File: src/rtl/core/assert_macros.svh
// Assertion macros shared by the RTL of the colour converter.
// Every macro samples on the rising edge of clock.
`ifndef ASSERT_MACROS_SVH
`define ASSERT_MACROS_SVH

// Check that is ignored while reset is high.
`define RYUV_ASSERT(label, prop, msg) \
   label: assert property (@(posedge clock) disable iff (reset) (prop)) else $error(msg);

// Check that also holds during reset.
`define RYUV_ASSERT_ALWAYS(label, prop, msg) \
   label: assert property (@(posedge clock) (prop)) else $error(msg);

`endif

File: src/rtl/core/ryuv_pkg.sv
// Package of the RGB to YUV 4:2:0 converter: types, coefficients, default sizes.
// No dependencies; used by the interfaces and all modules.
`timescale 1ns / 1ps

package ryuv_pkg;

   // Default frame limits
   localparam int DEF_MAX_WIDTH  = 4096;
   localparam int DEF_MAX_HEIGHT = 4096;

   // Register widths and indexes
   localparam int PAIRS_W = 12;
   localparam int ROWS_W  = 13;
   localparam int CSR_IDX_W = 4;
   localparam int CSR_DATA_W = 13;

   typedef logic [CSR_IDX_W-1:0] csr_idx_type;

   localparam csr_idx_type CSR_LINE_PAIRS = csr_idx_type'(0);
   localparam csr_idx_type CSR_FRAME_ROWS = csr_idx_type'(1);

   localparam logic [PAIRS_W-1:0] LINE_PAIRS_RESET = 12'd320;
   localparam logic [ROWS_W-1:0]  FRAME_ROWS_RESET = 13'd480;

   // Fixed-point coefficients, scaled by 4096
   localparam logic [11:0] K_Y_R = 12'd1224;
   localparam logic [11:0] K_Y_G = 12'd2404;
   localparam logic [11:0] K_Y_B = 12'd467;
   localparam logic [11:0] K_U_R = 12'd602;
   localparam logic [11:0] K_U_G = 12'd1183;
   localparam logic [11:0] K_U_B = 12'd1785;
   localparam logic [11:0] K_V_R = 12'd2519;
   localparam logic [11:0] K_V_G = 12'd2109;
   localparam logic [11:0] K_V_B = 12'd409;
   localparam logic signed [10:0] CHROMA_OFFSET = 11'sd128;

   typedef struct packed {
      logic [7:0] red;
      logic [7:0] green;
      logic [7:0] blue;
   } pixel_type;

   typedef struct packed {
      logic [7:0] luma0;
      logic [7:0] luma1;
      logic [7:0] chroma_u;
      logic [7:0] chroma_v;
   } yuv_type;

   // Position flags that travel with an item
   typedef struct packed {
      logic chroma_valid;
      logic end_of_frame;
   } pos_flags_type;

   // One channel times a coefficient, truncated by 12 bits.
   // The largest result is 255 * 2519 / 4096 = 156, so 8 bits suffice.
   function automatic logic [7:0] scale_term(input logic [7:0] x, input logic [11:0] k);
      logic [19:0] prod;
      prod = 20'(x) * 20'(k);
      return prod[19:12];
   endfunction

   // Clamp a signed value to 0..255.
   function automatic logic [7:0] clamp8(input logic signed [10:0] v);
      logic [7:0] res;
      if (v < 11'sd0) begin
         res = 8'd0;
      end else if (v > 11'sd255) begin
         res = 8'd255;
      end else begin
         res = v[7:0];
      end
      return res;
   endfunction

endpackage

File: src/rtl/core/ryuv_ifs.sv
// Handshake interfaces of the colour converter: pixel pairs, results, register writes.
// Depends on ryuv_pkg.
`timescale 1ns / 1ps

interface ryuv_req_if import ryuv_pkg::*; ();
   logic       valid;
   logic       ready;
   logic [7:0] red0;
   logic [7:0] green0;
   logic [7:0] blue0;
   logic [7:0] red1;
   logic [7:0] green1;
   logic [7:0] blue1;

   modport source (output valid, red0, green0, blue0, red1, green1, blue1, input ready);
   modport sink   (input valid, red0, green0, blue0, red1, green1, blue1, output ready);
endinterface

interface ryuv_rsp_if import ryuv_pkg::*; ();
   logic       valid;
   logic       ready;
   logic [7:0] luma0;
   logic [7:0] luma1;
   logic [7:0] chroma_u;
   logic [7:0] chroma_v;
   logic       chroma_valid;
   logic       end_of_frame;

   modport source (output valid, luma0, luma1, chroma_u, chroma_v, chroma_valid,
                   end_of_frame, input ready);
   modport sink   (input valid, luma0, luma1, chroma_u, chroma_v, chroma_valid,
                   end_of_frame, output ready);
endinterface

interface ryuv_csr_if import ryuv_pkg::*; ();
   logic                  valid;
   logic                  ready;
   csr_idx_type           index;
   logic [CSR_DATA_W-1:0] data;

   modport source (output valid, index, data, input ready);
   modport sink   (input valid, index, data, output ready);
endinterface

File: src/rtl/core/ryuv_convert.sv
// Colour arithmetic for one pixel pair: two lumas and the U/V pair.
// Depends on ryuv_pkg.
`timescale 1ns / 1ps

module ryuv_convert
   import ryuv_pkg::*;
(
   input  pixel_type pix0,
   input  pixel_type pix1,
   input  logic      chroma_valid,
   output yuv_type   yuv
);

   logic [9:0]         y0_sum;
   logic [9:0]         y1_sum;
   logic signed [10:0] u_sum;
   logic signed [10:0] v_sum;

   // Luma: three separately truncated terms per pixel
   assign y0_sum = 10'(scale_term(pix0.red, K_Y_R)) + 10'(scale_term(pix0.green, K_Y_G))
                 + 10'(scale_term(pix0.blue, K_Y_B));
   assign y1_sum = 10'(scale_term(pix1.red, K_Y_R)) + 10'(scale_term(pix1.green, K_Y_G))
                 + 10'(scale_term(pix1.blue, K_Y_B));

   // U from the first pixel, V from the second, both offset to mid scale
   assign u_sum = $signed({3'b000, scale_term(pix0.blue, K_U_B)})
                - $signed({3'b000, scale_term(pix0.red, K_U_R)})
                - $signed({3'b000, scale_term(pix0.green, K_U_G)}) + CHROMA_OFFSET;
   assign v_sum = $signed({3'b000, scale_term(pix1.red, K_V_R)})
                - $signed({3'b000, scale_term(pix1.green, K_V_G)})
                - $signed({3'b000, scale_term(pix1.blue, K_V_B)}) + CHROMA_OFFSET;

   // Clamp, and blank chroma on the second row of a pair
   always_comb begin
      yuv.luma0    = (y0_sum > 10'd255) ? 8'd255 : y0_sum[7:0];
      yuv.luma1    = (y1_sum > 10'd255) ? 8'd255 : y1_sum[7:0];
      yuv.chroma_u = chroma_valid ? clamp8(u_sum) : 8'd0;
      yuv.chroma_v = chroma_valid ? clamp8(v_sum) : 8'd0;
   end

endmodule

File: src/rtl/core/rgb_to_yuv420_interleaved.sv
// An item accepted on req is held in the input register, then in the result register, before rsp offers it.
// Throughput: one pixel pair per cycle while rsp accepts results; the input register and the result
// register each advance whenever the stage after them is free or draining.
// Reset (synchronous, active high) empties both stages, zeroes the column and
// row counters and restores line_pairs to 320 and frame_rows to 480.
// Top level of the RGB to YUV 4:2:0 converter; uses ryuv_pkg, ryuv_ifs, ryuv_convert.
`timescale 1ns / 1ps
`include "assert_macros.svh"

module rgb_to_yuv420_interleaved
   import ryuv_pkg::*;
#(
   parameter int MAX_WIDTH  = DEF_MAX_WIDTH,
   parameter int MAX_HEIGHT = DEF_MAX_HEIGHT
) (
   input logic            clock,
   input logic            reset,
   ryuv_req_if.sink       req_chan,
   ryuv_rsp_if.source     rsp_chan,
   ryuv_csr_if.sink       csr_chan
);

   localparam int HALF_W = MAX_WIDTH / 2;
   localparam int COL_W  = (HALF_W > 1) ? $clog2(HALF_W) : 1;
   localparam int ROW_W  = $clog2(MAX_HEIGHT);
   localparam logic [13:0] PAIRS_LIM = 14'(HALF_W);
   localparam logic [13:0] ROWS_LIM  = 14'(MAX_HEIGHT);

   // Configuration registers
   logic [PAIRS_W-1:0] line_pairs_ff;
   logic [ROWS_W-1:0]  frame_rows_ff;

   // Position counters
   logic [COL_W-1:0] column_ff, column_in;
   logic [ROW_W-1:0] row_ff, row_in;

   // Input stage and result stage
   logic          s1_valid_ff;
   pixel_type     pix0_ff, pix1_ff;
   pos_flags_type s1_flags_ff, s1_flags_in;
   logic          rsp_valid_ff;
   yuv_type       yuv_ff, yuv_in;
   pos_flags_type rsp_flags_ff;

   logic        req_fire;
   logic        out_free;
   logic        s1_advance;
   logic [13:0] eff_pairs;
   logic [13:0] eff_rows;
   logic        row_end;
   logic        last_row;

   assign csr_chan.ready = 1'b1;

   // Register writes; indexes beyond the list are ignored
   always_ff @(posedge clock) begin
      if (reset) begin
         line_pairs_ff <= LINE_PAIRS_RESET;
         frame_rows_ff <= FRAME_ROWS_RESET;
      end else if (csr_chan.valid) begin
         case (csr_chan.index)
            CSR_LINE_PAIRS: line_pairs_ff <= csr_chan.data[PAIRS_W-1:0];
            CSR_FRAME_ROWS: frame_rows_ff <= csr_chan.data[ROWS_W-1:0];
            default: ;
         endcase
      end
   end

   // Effective frame size: at least one pair and two rows, rows made even, limited to what the counters can reach
   always_comb begin
      eff_pairs = 14'(line_pairs_ff);
      if (line_pairs_ff == '0) begin
         eff_pairs = 14'd1;
      end else if (eff_pairs > PAIRS_LIM) begin
         eff_pairs = PAIRS_LIM;
      end
      eff_rows = 14'(frame_rows_ff);
      if (eff_rows < 14'd2) begin
         eff_rows = 14'd2;
      end else if (eff_rows > ROWS_LIM) begin
         eff_rows = ROWS_LIM;
      end
      eff_rows[0] = 1'b0;
   end

   // A counter at or past its last position ends the row or frame
   assign row_end  = 14'(column_ff) >= (eff_pairs - 14'd1);
   assign last_row = 14'(row_ff) >= (eff_rows - 14'd1);

   always_comb begin
      s1_flags_in.chroma_valid = ~row_ff[0];
      s1_flags_in.end_of_frame = row_end & last_row;
      if (row_end) begin
         column_in = '0;
         row_in    = last_row ? '0 : row_ff + ROW_W'(1);
      end else begin
         column_in = column_ff + COL_W'(1);
         row_in    = row_ff;
      end
   end

   // Handshake: each stage moves on when the next one is empty or emptying
   assign out_free       = ~rsp_valid_ff | rsp_chan.ready;
   assign s1_advance     = s1_valid_ff & out_free;
   assign req_chan.ready = ~s1_valid_ff | out_free;
   assign req_fire       = req_chan.valid & req_chan.ready;

   ryuv_convert u_convert (
      .pix0         (pix0_ff),
      .pix1         (pix1_ff),
      .chroma_valid (s1_flags_ff.chroma_valid),
      .yuv          (yuv_in)
   );

   // Control state: counters and stage valids
   always_ff @(posedge clock) begin
      if (reset) begin
         column_ff    <= '0;
         row_ff       <= '0;
         s1_valid_ff  <= 1'b0;
         rsp_valid_ff <= 1'b0;
      end else begin
         if (req_fire) begin
            column_ff <= column_in;
            row_ff    <= row_in;
         end
         if (req_chan.ready) begin
            s1_valid_ff <= req_chan.valid;
         end
         if (out_free) begin
            rsp_valid_ff <= s1_valid_ff;
         end
      end
   end

   // Payload registers
   always_ff @(posedge clock) begin
      if (req_fire) begin
         pix0_ff     <= '{red: req_chan.red0, green: req_chan.green0, blue: req_chan.blue0};
         pix1_ff     <= '{red: req_chan.red1, green: req_chan.green1, blue: req_chan.blue1};
         s1_flags_ff <= s1_flags_in;
      end
      if (s1_advance) begin
         yuv_ff       <= yuv_in;
         rsp_flags_ff <= s1_flags_ff;
      end
   end

   assign rsp_chan.valid        = rsp_valid_ff;
   assign rsp_chan.luma0        = yuv_ff.luma0;
   assign rsp_chan.luma1        = yuv_ff.luma1;
   assign rsp_chan.chroma_u     = yuv_ff.chroma_u;
   assign rsp_chan.chroma_v     = yuv_ff.chroma_v;
   assign rsp_chan.chroma_valid = rsp_flags_ff.chroma_valid;
   assign rsp_chan.end_of_frame = rsp_flags_ff.end_of_frame;

   // Checks on the counters and the pipeline stages
   `RYUV_ASSERT(a_chroma_blank,
      (rsp_valid_ff && !rsp_flags_ff.chroma_valid)
         |-> (yuv_ff.chroma_u == 8'd0 && yuv_ff.chroma_v == 8'd0),
      "chroma not blanked on second row")
   `RYUV_ASSERT(a_column_range, 32'(column_ff) <= HALF_W - 1,
      "column counter out of range")
   `RYUV_ASSERT(a_frame_wrap,
      (req_fire && s1_flags_in.end_of_frame) |=> (column_ff == '0 && row_ff == '0),
      "counters not cleared after frame end")
   `RYUV_ASSERT_ALWAYS(a_reset_empty,
      $past(reset) |-> (!s1_valid_ff && !rsp_valid_ff),
      "pipeline not empty after reset")

endmodule
File: src/flat_wrapper.sv
// flat-port wrapper written by rule: the top's interface ports become plain ports
module rgb_to_yuv420_interleaved_flat import ryuv_pkg::*;
#(
   parameter int MAX_WIDTH  = DEF_MAX_WIDTH,
   parameter int MAX_HEIGHT = DEF_MAX_HEIGHT
)
  (clock, reset, req_chan_valid, req_chan_red0, req_chan_green0, req_chan_blue0, req_chan_red1, req_chan_green1, req_chan_blue1, req_chan_ready, rsp_chan_valid, rsp_chan_luma0, rsp_chan_luma1, rsp_chan_chroma_u, rsp_chan_chroma_v, rsp_chan_chroma_valid, rsp_chan_end_of_frame, rsp_chan_ready, csr_chan_valid, csr_chan_index, csr_chan_data, csr_chan_ready);
  ryuv_req_if req_chan_i ();
  ryuv_rsp_if rsp_chan_i ();
  ryuv_csr_if csr_chan_i ();
  input logic clock;
  input logic reset;
  input wire logic [$bits(req_chan_i.valid)-1:0] req_chan_valid;
  input wire logic [$bits(req_chan_i.red0)-1:0] req_chan_red0;
  input wire logic [$bits(req_chan_i.green0)-1:0] req_chan_green0;
  input wire logic [$bits(req_chan_i.blue0)-1:0] req_chan_blue0;
  input wire logic [$bits(req_chan_i.red1)-1:0] req_chan_red1;
  input wire logic [$bits(req_chan_i.green1)-1:0] req_chan_green1;
  input wire logic [$bits(req_chan_i.blue1)-1:0] req_chan_blue1;
  output wire logic [$bits(req_chan_i.ready)-1:0] req_chan_ready;
  output wire logic [$bits(rsp_chan_i.valid)-1:0] rsp_chan_valid;
  output wire logic [$bits(rsp_chan_i.luma0)-1:0] rsp_chan_luma0;
  output wire logic [$bits(rsp_chan_i.luma1)-1:0] rsp_chan_luma1;
  output wire logic [$bits(rsp_chan_i.chroma_u)-1:0] rsp_chan_chroma_u;
  output wire logic [$bits(rsp_chan_i.chroma_v)-1:0] rsp_chan_chroma_v;
  output wire logic [$bits(rsp_chan_i.chroma_valid)-1:0] rsp_chan_chroma_valid;
  output wire logic [$bits(rsp_chan_i.end_of_frame)-1:0] rsp_chan_end_of_frame;
  input wire logic [$bits(rsp_chan_i.ready)-1:0] rsp_chan_ready;
  input wire logic [$bits(csr_chan_i.valid)-1:0] csr_chan_valid;
  input wire logic [$bits(csr_chan_i.index)-1:0] csr_chan_index;
  input wire logic [$bits(csr_chan_i.data)-1:0] csr_chan_data;
  output wire logic [$bits(csr_chan_i.ready)-1:0] csr_chan_ready;
  assign req_chan_i.valid = req_chan_valid;
  assign req_chan_i.red0 = req_chan_red0;
  assign req_chan_i.green0 = req_chan_green0;
  assign req_chan_i.blue0 = req_chan_blue0;
  assign req_chan_i.red1 = req_chan_red1;
  assign req_chan_i.green1 = req_chan_green1;
  assign req_chan_i.blue1 = req_chan_blue1;
  assign req_chan_ready = req_chan_i.ready;
  assign rsp_chan_valid = rsp_chan_i.valid;
  assign rsp_chan_luma0 = rsp_chan_i.luma0;
  assign rsp_chan_luma1 = rsp_chan_i.luma1;
  assign rsp_chan_chroma_u = rsp_chan_i.chroma_u;
  assign rsp_chan_chroma_v = rsp_chan_i.chroma_v;
  assign rsp_chan_chroma_valid = rsp_chan_i.chroma_valid;
  assign rsp_chan_end_of_frame = rsp_chan_i.end_of_frame;
  assign rsp_chan_i.ready = rsp_chan_ready;
  assign csr_chan_i.valid = csr_chan_valid;
  assign csr_chan_i.index = csr_chan_index;
  assign csr_chan_i.data = csr_chan_data;
  assign csr_chan_ready = csr_chan_i.ready;
  rgb_to_yuv420_interleaved #(.MAX_WIDTH(MAX_WIDTH), .MAX_HEIGHT(MAX_HEIGHT)) u_core (.clock(clock), .reset(reset), .req_chan(req_chan_i), .rsp_chan(rsp_chan_i), .csr_chan(csr_chan_i));
endmodule
File: config.mk
export PLATFORM = sky130hd
export DESIGN_NAME = rgb_to_yuv420_interleaved_flat
export DESIGN_NICKNAME = d
export VERILOG_FILES = /design/src/rtl/core/ryuv_pkg.sv /design/src/rtl/core/ryuv_ifs.sv /design/src/rtl/core/ryuv_convert.sv /design/src/rtl/core/rgb_to_yuv420_interleaved.sv /design/src/flat_wrapper.sv
export VERILOG_INCLUDE_DIRS = /design/src /design/src/rtl/core
export SDC_FILE = /design/constraint.sdc
export NUM_CORES = 1
export LEC_CHECK = 0
export BUFFER_PORTS_ARGS = -buffer_cell sky130_fd_sc_hd__buf_2
export CORE_MARGIN = 10
export CORE_UTILIZATION = 58
export DETAILED_ROUTE_END_ITERATION = 10
export GPL_ROUTABILITY_DRIVEN = 1
export PLACE_DENSITY = 0.76
export SYNTH_ARGS = -nofsm -noshare
export SYNTH_HDL_FRONTEND = slang
export SYNTH_SLANG_ARGS = --single-unit
File: constraint.sdc
create_clock -name clock -period 22.7 [get_ports clock]
set_clock_uncertainty 0.15 [all_clocks]
set_input_delay 1.135 -clock clock [delete_from_list [all_inputs] [get_ports clock]]
set_output_delay 1.135 -clock clock [all_outputs]
set_load 0.05 [all_outputs]
# Word level (Yosys, flattened, before mapping)
# Index checks and enable logic that the tools add are counted.
# classes
addsub	14
multipliers	12
div_mod_pow	0
n_lt_le_gt_ge	11
eq_ne	1
n_shift	0
muxes	8
n_bitwise	9
reduce_logical	7
# op_table
op	n
$mul 8x9->17 const B	4
$mul 8x12->20 const B	2
$mul 8x11->19 const B	2
$mul 8x10->18 const B	2
$mul 8x8->16 const B	2
$mux 14	2
$sub 14x1->14 const B	2
$mux 12	2
$add 9x5->10	2
$gt 10x8->1 const B	2
$add 7x8->9	2
$sub 8x8->9	2
$mux 8	2
$ge 11x14->1	1
$ge 12x14->1	1
$gt 13x13->1 const B	1
$lt 13x2->1 const B	1
$mux 13	1
$add 12x1->12 const B	1
$gt 12x12->1 const B	1
$logic_not 12->1	1
$add 10x9->11 const B	1
$add 11x1->11 const B	1
$gt 11x9->1 const B	1
14 further kinds	23
# totals
reg_bits	134
latch_bits	0
mem_bits_rw	0
romBits	0
word_cells	82
n_memories	0

# Depth between registers and ports, before layout
# Gate-level depths: netlist of the first run.
# depth
depth_word	6
ltp_mapped	33
mapped_depth_nobuf	33

# Hierarchy
# From an unflattened synthesis of the first run, not the netlist that was laid out.
# hier_totals
hier_cells	2174
area_unflattened_um2	21185.3
# modules_own_cells
module	n_inst	cells_each	area_per_inst_um2	seq_area_each_um2
ryuv_convert	1	1690	15323.4	0.0
rgb_to_yuv420_interleaved	1	484	5861.9	3523.4

# Least setup slack after synthesis of the first run
# Ideal clock, no wire load.
# synth_path
path_type	register to register
startpoint	register u_core.pix0_ff[5] (netlist name)
endpoint	register u_core.yuv_ff, in the netlist u_core.rsp_chan.chroma_u[7], data pin
setup_time_ns	0.141
t_arrival_ns	7.141
path_slack_ns	15.268
stages_incl_launch_ff	30
path_buffers	1
period_less_slack_ns	7.432
cell_sequence	edfxtp_1 -> fa_1 -> inv_1 -> fa_1 -> inv_1 -> fa_1 -> inv_1 -> fa_1 -> inv_1 -> ha_1 -> nand2_1 -> nor4b_1 -> a221oi_4 -> o21bai_1 -> a21o_1 -> a21oi_1 -> xnor2_1 -> ha_1 -> o21ai_0 -> a21oi_1 -> clkbuf_1 -> nor2_1 -> ha_1 -> inv_1 -> nand2_1 -> a21oi_1 -> a2111oi_2 -> nor3_1 -> mux4_2 -> nor2_1
# synth_between
elab_chain_cells	6
elab_cells_between_ends	8
cone_classes	add/sub: 3; mul: 1; order compare: 2; mux: 1; reduce/logical: 1
# synth_lines
item	line_no	source
start: declaration	rgb_to_yuv420_interleaved.sv:39	pixel_type pix0_ff, pix1_ff;
start signal: assignment	rgb_to_yuv420_interleaved.sv:139	pix0_ff <= '{red: req_chan.red0, green: req_chan.green0, blue: req_chan.blue0};
$mul 8x11->19 (*)	ryuv_pkg.sv:60	prod = 20'(x) * 20'(k);
$sub 7x6->8 (*)	ryuv_convert.sv:27	- $signed({3'b000, scale_term(pix0.red, K_U_R)})
$sub 8x8->9 (*)	ryuv_convert.sv:28	- $signed({3'b000, scale_term(pix0.green, K_U_G)}) + CHROMA_OFFSET;
$add 9x9->10 (*)	ryuv_convert.sv:28	
$gt 10x9->1 or $lt 10x1->1 (tied branches)	ryuv_pkg.sv:69, ryuv_pkg.sv:67	
$mux 8 or $reduce_or 2->1 (tied branches)	n/a	
end signal: assignment	rgb_to_yuv420_interleaved.sv:144	yuv_ff <= yuv_in;
end: declaration	rgb_to_yuv420_interleaved.sv:42	yuv_type yuv_ff, yuv_in;
# Every way passes the cells marked *; elsewhere a longest branch is shown, timed or not.
# A chain may end at the register's enable or synchronous reset.

# Worst setup path after layout of the first run
# Same ends and word-level chain as after synthesis.

==> impl_metrics.toml, run 1 <==
[outcome]
status = "completed"

[yosys]
synth_ff_type = "edfxtp_1"
synth_edf_count = 84
yosysSeqAreaShare_pct = 16.51
syn-num-nets = 2982
syn_area_per_cell_um2 = 9.680
synthCells = 2204
async_flop_share_pct = 0
synth_cell_types = 79
syn_area_mm2 = 0.02134
yosys_warnings = 0
ys_ff_latch = 134

[worst_setup_path]
endpoint_kind = "flip-flop"
crit_path_frequent_cell = "inv_1"
reg2reg_to = "u_core.rsp_chan.chroma_u[7]"
crit_end = "u_core.rsp_chan.chroma_u[7]"
r2r_setup_slack_ns = 14.26
worstSetupPathType = "reg -> reg"
timing.critical_path.buf_inv = 5
critPathLaunchType = "flip-flop"
critPathLaunch = "u_core.pix0_ff[5]"
r2r_start = "u_core.pix0_ff[5]"
max_stage_delay_ns = 0.87
crit_family = "adder cells"
critPathSlowestCell = "a21oi_1"
crit_arrival_ns = 8.60
worstPathRequired_ns = 22.85
rr_worst_depth = 29
cp_max_fo = 15
path_depth = 29

[global_routing]
antenna_found_initial = 1
grt_util_met2_pct = 37.40
gr-max-usage-layer = "met2"
grt_max_degree = 64
use_met3_pct = 2.943
grt_pass1_vias = 16300
grt_overflow_total = 0
grt_pass1_wl_um = 76320
grt_usage_pct = 20.63
met1_usage_pct = 25.45

[worst_hold_path]
hp-class = "reg -> reg"

[clock_network]
cts_resized = 0
cts_hold_buf = 0
post_cts_buffers = 0
ctsRootBufferMaster = "clkbuf_16"
cts.path.max_buffers = 2
clkTransAtPathRegs_ns = 0.08
tritoncts = "yes"
cts_max_level = 4
numCtsBuffers = 17
clock_latency_ns = 0.45
cts.sinks = 134

[layout]
nFillCells = 2995
drive_gt1_share_pct = 8.276
finalNetCount = 3085
area_growth_pct = 7.934

[timing]
max_slew.worst_pin.slew_ns = 1.229
hold_viol = 0
max_freq_ghz = 0.1184
setup_viol = 0
min_period_ns = 8.443
tns_ns = 0
drv_slew = 0
timing.final.crit_share_pct = 37.20
slew_headroom_pct = 17.77
rsz0062_at_grt = "false"

[die]
die_h_um = 211.8
dieWidth_um = 211.8
ios = 107
core_area_mm2 = 0.03643
start_util_pct = 58.56
rows = 70
die_area_mm2 = 0.04486

[place]
io_buffers = 105
gp_congestion = 0.8725
hpwl_um = 36640

[detailed_routing]
drc = 0
routedWlPerCell_um = 15.88
drt_iter0_drc = 676
vias = 15447
firstDrtPassIters = 5
via_per_inst = 5.539
ant_nets = 0
routed_wl_um = 44290

[run]
max_cap_viol_count = 0
## cell type report
cell class | instances | area, µm² | area share [%]
clock buffers | 19 | 475.5 | 2.065
well taps | 468 | 585.6 | 2.543
diodes | 1 | 2.502 | 0.01087
multi-input cells | 1555 | 15890 | 68.98
flip-flops and latches | 134 | 3523 | 15.30
inverters | 491 | 1843 | 8.003
repair buffers | 108 | 548.0 | 2.380
clock inverters | 13 | 165.2 | 0.7172
## worst register-to-register path, delay by kind of cell, from the launching register on
kind	cells	cell delay (ns)
adder cells (fa/ha/maj)	7	3.19
AO/OA/AOI/OAI	8	2.27
AND/OR/NAND/NOR	7	1.15
flip-flops	1	0.55
multiplexers	1	0.50
buffers and inverters	5	0.33
XOR/XNOR	1	0.17
## Yosys cell counts (all sizes together) (10+ instances only)
master	n	area, µm²
xnor2	68	595.6
inv	490	1839
dfxtp	50	1001
a2111oi	10	112.6
o21a	23	172.7
nor3	47	235.2
a31oi	11	68.82
a21o	37	277.8
xor2	45	394.1
and3	10	62.56
or2	23	143.9
clkbuf	17	63.81
o21ai	49	245.2
mux2i	27	270.3
nand2b	17	106.4
nor2b	16	100.1
nand4	15	93.84
o21bai	23	172.7
edfxtp	84	2522
nand2	71	266.5
nor2	115	431.7
a21oi	64	320.3
o31ai	16	130.1
ha	517	6469
nand3	30	150.1
fa	191	3824
## cell families (layout without fill, tap and decap cells)
logic type               Yosys count  count (layout)  synth area share (%)
XOR/XNOR                         113             113                 4.639
AND/OR/NAND/NOR                  387             387                 8.943
flip-flops                       134             134                 16.51
AO/OA/AOI/OAI                    310             310                 10.39
multiplexers                      36              36                 2.164
other                              1               2               0.01758
buffers and inverters            515             631                 9.096
adder cells (fa/ha/maj)          708             708                 48.24
## worst min-delay path by stage
stage                                    to                   from  cells after the start  slack [ns]
2_1_floorplan  u_core.rsp_chan.end_of_frame  u_core.s1_flags_ff[0]                      0        0.25
3_3_place_gp   u_core.rsp_chan.end_of_frame  u_core.s1_flags_ff[0]                      0        0.27
3_5_place_dp   u_core.rsp_chan.end_of_frame  u_core.s1_flags_ff[0]                      0        0.27
4_1_cts        u_core.rsp_chan.end_of_frame  u_core.s1_flags_ff[0]                      0        0.29
5_1_grt        u_core.rsp_chan.end_of_frame  u_core.s1_flags_ff[0]                      0        0.30
6_report       u_core.rsp_chan.end_of_frame  u_core.s1_flags_ff[0]                      0        0.29
## stage by stage
| stage | instances | cell area [µm²] | hold slack, ns | worst slack, ns | utilization (%) |
|---|---|---|---|---|---|
| 3_5_place_dp | 2756 | 22390 | 0.2750 | 14.34 | 61.44 |
| 2_1_floorplan | 2204 | 21340 | 0.2503 | 15.27 | - |
| 5_1_grt | 2788 | 23030 | 0.3014 | 13.64 | 63.20 |
| 4_1_cts | 2788 | 23030 | 0.2925 | 14.30 | 63.20 |
| 3_3_place_gp | 2756 | 22390 | 0.2673 | 14.71 | 61.44 |
| 6_report | 2789 | 23030 | 0.2857 | 14.26 | 63.20 |
## metal layers
| metal | routed length [µm] | up-vias |
|---|---|---|
| met1 | 19660 | 7493 |
| met2 | 22710 | 236 |
| met5 | 0 | - |
| met4 | 575 | 0 |
| li1 | - | 7674 |
| met3 | 1340 | 44 |
## sequential cells by signal (all words and copies together) (netlist names)
name and flops:
u_core.row_ff 12, u_core.column_ff 11, u_core.rsp_chan.chroma_valid 1, u_core.line_pairs_ff 12
u_core.rsp_chan.chroma_v 8, u_core.frame_rows_ff 13, u_core.pix1_ff 24, u_core.s1_valid_ff 1
u_core.rsp_chan.luma0 8, u_core.rsp_chan.end_of_frame 1, u_core.pix0_ff 24, u_core.rsp_chan.luma1 8
u_core.s1_flags_ff 2, u_core.rsp_chan.chroma_u 8, u_core.rsp_chan.valid 1
## layout by cell type (no fill, tap or decap), types with 7 or more instances in the layout
cell type  synthesis  final
and3_1            10     10
fa_1             191    191
xnor2_1           68     68
or2_2             23     23
nor2_1           115    115
nand3_1           30     30
inv_1            490    489
nor4_1             8      7
a21o_1            37     37
nor2b_1           16     15
o31ai_1           14     14
nand4_1           15     15
a31oi_1           11     11
nand2_1           71     71
o21a_1            23     23
o21bai_1          23     23
ha_1             517    517
o21ai_0           47     47
edfxtp_1          84     84
buf_2              3    105
nand2b_1          17     17
clkbuf_16          0     19
a211oi_1           7      7
a21oi_1           64     64
xor2_1            45     45
dfxtp_1           50     50
nor3_1            47     47
or3_1              9      9
mux2i_1           27     27
mux4_2             8      8
Power of run 1 is not shown: default switching activity piles up to over one toggle a cycle in this logic, so the estimate is an artifact.
==> run 2, diff against run 1 <==
- ABC_AREA: default -> 1
- clock period: 22.7 -> 7.8 ns (I/O delays scaled with it)
==> run 2 against run 1 <==
  * Synthesized cell count up 13%
  * Core utilization up 1.8 points
  * Critical endpoint is now u_core.rsp_chan.chroma_u[2]
  * Flip-flop and latch count unchanged
  * Routed wire length up 5.7%
  * Count of clock-buffer cells in the layout unchanged
  * Global-route usage up 1.1 points
  * Final cell count up 13%
  * Worst hold slack worse by 0.26 ns
  * Register-to-register slack worse by 14 ns
  * Critical path depth up 4
==> impl_metrics.toml, run 2 <==
[global_routing]
grt_max_degree = 41
grt_overflow_total = 0
grt_pass1_vias = 17408
grt_usage_pct = 21.74
grt_pass1_wl_um = 79870
antenna_found_initial = 0

[timing]
setup_viol = 0
rsz0062_at_grt = "false"
hold_viol = 0
timing.final.crit_share_pct = 93.72
max_slew.worst_pin.slew_ns = 0.7011
min_period_ns = 7.310
tns_ns = 0
slew_headroom_pct = 53.26
drv_slew = 0
max_freq_ghz = 0.1368

[clock_network]
tritoncts = "yes"
numCtsBuffers = 17
cts.path.max_buffers = 2
cts.sinks = 134
cts_max_level = 4
ctsRootBufferMaster = "clkbuf_16"
clkTransAtPathRegs_ns = 0.07
clock_latency_ns = 0.47

[die]
die_h_um = 212.9
rows = 70
ios = 107
die_area_mm2 = 0.04531
dieWidth_um = 212.9
core_area_mm2 = 0.03661
start_util_pct = 58.92

[detailed_routing]
drt_iter0_drc = 713
drc = 0
vias = 16471
via_per_inst = 5.247
routedWlPerCell_um = 14.92
ant_nets = 0
firstDrtPassIters = 7
routed_wl_um = 46820

[yosys]
syn_area_per_cell_um2 = 8.663
syn_area_mm2 = 0.02157
yosysMostFrequentCell = "inv_1"
synthCells = 2490
async_flop_share_pct = 0
synth_edf_count = 84
synth_common_cells = "inv_1 (619), ha_1 (517), nand2_1 (313)"
synth_top_area_share_pct = 29.99
yosysSeqAreaShare_pct = 16.33
synth_cell_types = 47
yosys_warnings = 0
synth.area.top_cells = "ha_1 (30%), fa_1 (18%), edfxtp_1 (12%), inv_1 (11%), nand2_1 (5.4%)"
syn-num-nets = 3268
ys_ff_latch = 134
synth_ff_type = "edfxtp_1"
synth_top_cell_by_area = "ha_1"

[worst_setup_path]
critPathSlowestCell = "fa_2"
critPathLaunchType = "flip-flop"
worstPathRequired_ns = 7.87
crit_path_frequent_cell = "nand2_1"
crit_arrival_ns = 7.39
rr_worst_depth = 33
max_stage_delay_ns = 0.68
endpoint_kind = "flip-flop"
cp_max_fo = 8
worstSetupPathType = "reg -> reg"

[layout]
diodes = 0
reg_top3 = "u_core.pix0_ff: 24 flops, u_core.pix1_ff: 24 flops, u_core.frame_rows_ff: 13 flops"
layout_commonest_cell = "inv_1"
drive_gt1_share_pct = 7.263
final_cell_mix = "inv_1 (618), ha_1 (517), nand2_1 (313), fa_1 (190), a21oi_1 (155)"
area_growth_pct = 10.30
finalNetCount = 3436

[place]
gp_congestion = 0.8760
io_buffers = 105
hpwl_um = 38800

[run]
max_cap_viol_count = 0

[outcome]
status = "completed"

[worst_hold_path]
hold_path_depth = 3
hp-class = "in -> reg"
==> run 2: changes by cell type after synthesis, sizes merged, moves of 17 or more <==
| cell | delta |
|---|---|
| nand3 | +52 |
| xor2 | +18 |
| a21oi | +101 |
| nand2b | -17 |
| nand2 | +248 |
| mux2i | -27 |
| nor3 | -32 |
| a21o | -22 |
| inv | +135 |
| o21ai | +25 |
==> run 2: critical path, delay by kind of cell, from the launching register on <==
kind            cells  cell delay (ns)
fa+ha+maj           8             3.52
buf+inv             6             0.32
compound gates      6             1.11
flops               1             0.55
simple gates       11             1.09
xor+xnor            2             0.32
==> run 2: through the flow <==
step / worst slack (ns) / utilization [%] / instances / hold slack [ns] / cell area [µm²]
after global routing: 0.02573 / 64.99 / 3139 / 0.04918 / 23790
after global placement: 0.7103 / 61.86 / 3054 / 0.3271 / 22650
after floorplan: 1.115 / - / 2490 / 0.2503 / 21570
final: 0.4895 / 64.99 / 3139 / 0.02980 / 23790
after detailed placement: 0.4661 / 61.86 / 3054 / 0.3085 / 22650
after CTS: 0.4202 / 64.90 / 3135 / 0.01395 / 23760
==> run 2: cells by family (layout without fill, tap and decap cells) <==
family                   after synthesis  count (layout)  share of synthesized area (%)
other                                  1               1                        0.01738
flip-flops                           134             134                          16.33
buffers and inverters                638             819                          11.19
adder cells (fa/ha/maj)              708             708                          47.71
XOR/XNOR                             122             122                          4.954
AO/OA/AOI/OAI                        302             302                          7.970
AND/OR/NAND/NOR                      585             585                          11.82
==> run 2: final timing paths <==
check / startpoint / end / slack [ns]
worst max-delay path: u_core.pix0_ff[6] / u_core.rsp_chan.chroma_u[2] / 0.49
worst min-delay path: csr_chan_data[6] / u_core.frame_rows_ff[6] / 0.03
worst max register to register: u_core.pix0_ff[6] / u_core.rsp_chan.chroma_u[2] / 0.49
worst min register to register: u_core.line_pairs_ff[1] / u_core.line_pairs_ff[1] / 0.33
==> run 2: final cells by class <==
class | count | area [µm²]
inverters | 627 | 2354
well taps | 468 | 585.6
flip-flops and latches | 134 | 3523
clock buffers | 19 | 475.5
repair buffers | 160 | 1061
multi-input cells | 1718 | 15650
clock inverters | 13 | 146.4
fillers | 2964 | 12820
==> run 2: layer usage <==
layer	vias up	part of all wire (%)	track usage [%]
li1	8339	-	-
met1	7808	42	24.92
met2	267	52	40.67
met3	57	3.4	3.431
met4	0	1.8	6.155
met5	-	0	0
==> run 2: timing repair <==
action,CTS,global route
hold endpoints to repair,49,0
hold buffers,49,0
resized for setup,0,1
buffers inserted,0,4
endpoints found under the setup margin,0,8
Power of run 2 is left out for the same reason.
==> run 3, diff against run 2 <==
- ABC_AREA: 1 -> default
==> run 3 against run 2 <==
  * Via count is 4.5% lower
  * Final cell count is 8.8% lower
  * Flip-flop and latch count stayed put
  * Final area is 0.13% lower
  * Register-to-register slack worse by 0.14 ns
  * Sequential share of layout area hardly changed
  * Count of clock-buffer cells in the layout is 1 lower
  * Worst hold slack worse by 0.015 ns
  * First-iteration DRC count is 7.2% lower
  * Routed wire length is 3.4% lower
  * Core utilization is 0.23 points higher
  * Die area is 0.99% lower
==> impl_metrics.toml, run 3 (synthesis results as in run 1) <==
[outcome]
status = "completed"

[layout]
drive_gt1_share_pct = 9.770
layout_commonest_cell = "ha_1"
stdcell_count = 2863
reg_top3 = "u_core.pix0_ff: 24 flops, u_core.pix1_ff: 24 flops, u_core.frame_rows_ff: 13 flops"
area_growth_pct = 11.38
final_cell_mix = "ha_1 (516), inv_1 (489), fa_1 (189), nor2_1 (114), buf_2 (105)"
diodes = 0
nFillCells = 2909
finalNetCount = 3160

[clock_network]
cts_max_level = 4
clkTransAtPathRegs_ns = 0.07
cts.sinks = 134
cts.path.max_buffers = 2
clock_latency_ns = 0.47
ctsRootBufferMaster = "clkbuf_16"
numCtsBuffers = 17
tritoncts = "yes"

[timing]
drv_slew = 0
min_period_ns = 7.448
hold_viol = 0
max_freq_ghz = 0.1343
max_slew.worst_pin.slew_ns = 1.292
setup_viol = 0
timing.final.crit_share_pct = 95.48
slew_headroom_pct = 13.56

[global_routing]
grt_pass1_vias = 16238
grt_max_degree = 64
antenna_found_initial = 0
grt_usage_pct = 20.85
grt_pass1_wl_um = 76560
grt_overflow_total = 0

[die]
die_area_mm2 = 0.04486
die_h_um = 211.8
core_area_mm2 = 0.03643
start_util_pct = 58.56
dieWidth_um = 211.8
ios = 107
rows = 70

[worst_setup_path]
crit_path_frequent_cell = "ha_1"
max_stage_delay_ns = 0.64
endpoint_kind = "flip-flop"
critPathSlowestCell = "fa_2"
cp_max_fo = 5
worstSetupPathType = "reg -> reg"
crit_arrival_ns = 7.62
worstPathRequired_ns = 7.98
critPathLaunchType = "flip-flop"

[place]
placed_cells = 2775
gp_congestion = 0.9091
hpwl_um = 37020
io_buffers = 105

[detailed_routing]
via_per_inst = 5.491
firstDrtPassIters = 5
routedWlPerCell_um = 15.79
drt_iter0_drc = 662
ant_nets = 0
drc = 0
routed_wl_um = 45210
vias = 15722

[run]
max_cap_viol_count = 0

[worst_hold_path]
hp-class = "in -> reg"
## run 3: per-stage QoR
step / cell area, µm² / setup TNS [ns] / setup slack, ns / hold WS [ns] / util [%]
global placement: 22530 / 0 / 0.1743 / 0.2600 / 61.83
floorplan: 21340 / 0 / 0.3683 / 0.2503 / -
finish: 23760 / 0 / 0.3523 / 0.01484 / 65.22
CTS: 23640 / 0 / 0.06977 / 0.0004324 / 64.87
global route: 23760 / -0.02416 / -0.02230 / 0.009838 / 65.22
detailed placement: 22530 / -0.006194 / -0.006194 / 0.2636 / 61.83
## run 3: metal layers
metal | global-route usage (%) | share of wire, % | vias to the layer above
li1 | - | - | 7819
met1 | 25.30 | 44 | 7648
met2 | 37.12 | 51 | 200
met3 | 3.653 | 3.1 | 55
met4 | 5.703 | 2.0 | 0
met5 | 0 | 0 | -
## run 3: layout make-up
type,count,area [µm²],area share [%]
clock buffers,18,450.4,1.896
clock inverters,14,166.4,0.7003
inverters,491,1843,7.756
multi-input cells,1555,15960,67.18
flip-flops and latches,134,3523,14.83
well taps,468,585.6,2.464
repair buffers,183,1231,5.181
## run 3: path summary, 6_finish.rpt
path,start,end,slack [ns],cells after the start
setup / recovery,u_core.pix0_ff[3],u_core.rsp_chan.chroma_u[7],0.35,28
setup reg to reg,u_core.pix0_ff[3],u_core.rsp_chan.chroma_u[7],0.35,28
hold / removal,csr_chan_data[12],u_core.frame_rows_ff[12],0.01,3
hold reg to reg,u_core.s1_flags_ff[0],u_core.rsp_chan.end_of_frame,0.28,0
## run 3: critical path, delay by kind of cell, from the launching register on
family / cells / cell delay, ns
simple gates: 6 / 0.63
mux: 1 / 0.52
compound gates: 8 / 1.66
fa+ha+maj: 9 / 3.45
flops: 1 / 0.51
xor+xnor: 2 / 0.26
buf+inv: 2 / 0.10
## run 3: timing repair
| action | CTS | global route |
|---|---|---|
| hold buffers | 48 | 0 |
| endpoints found under the setup margin | 1 | 16 |
| endpoints found under the hold margin | 48 | 0 |
| pin swaps | 0 | 7 |
| gates resized for setup | 2 | 20 |
| buffers inserted | 0 | 8 |
Power of run 3 is left out for the same reason.
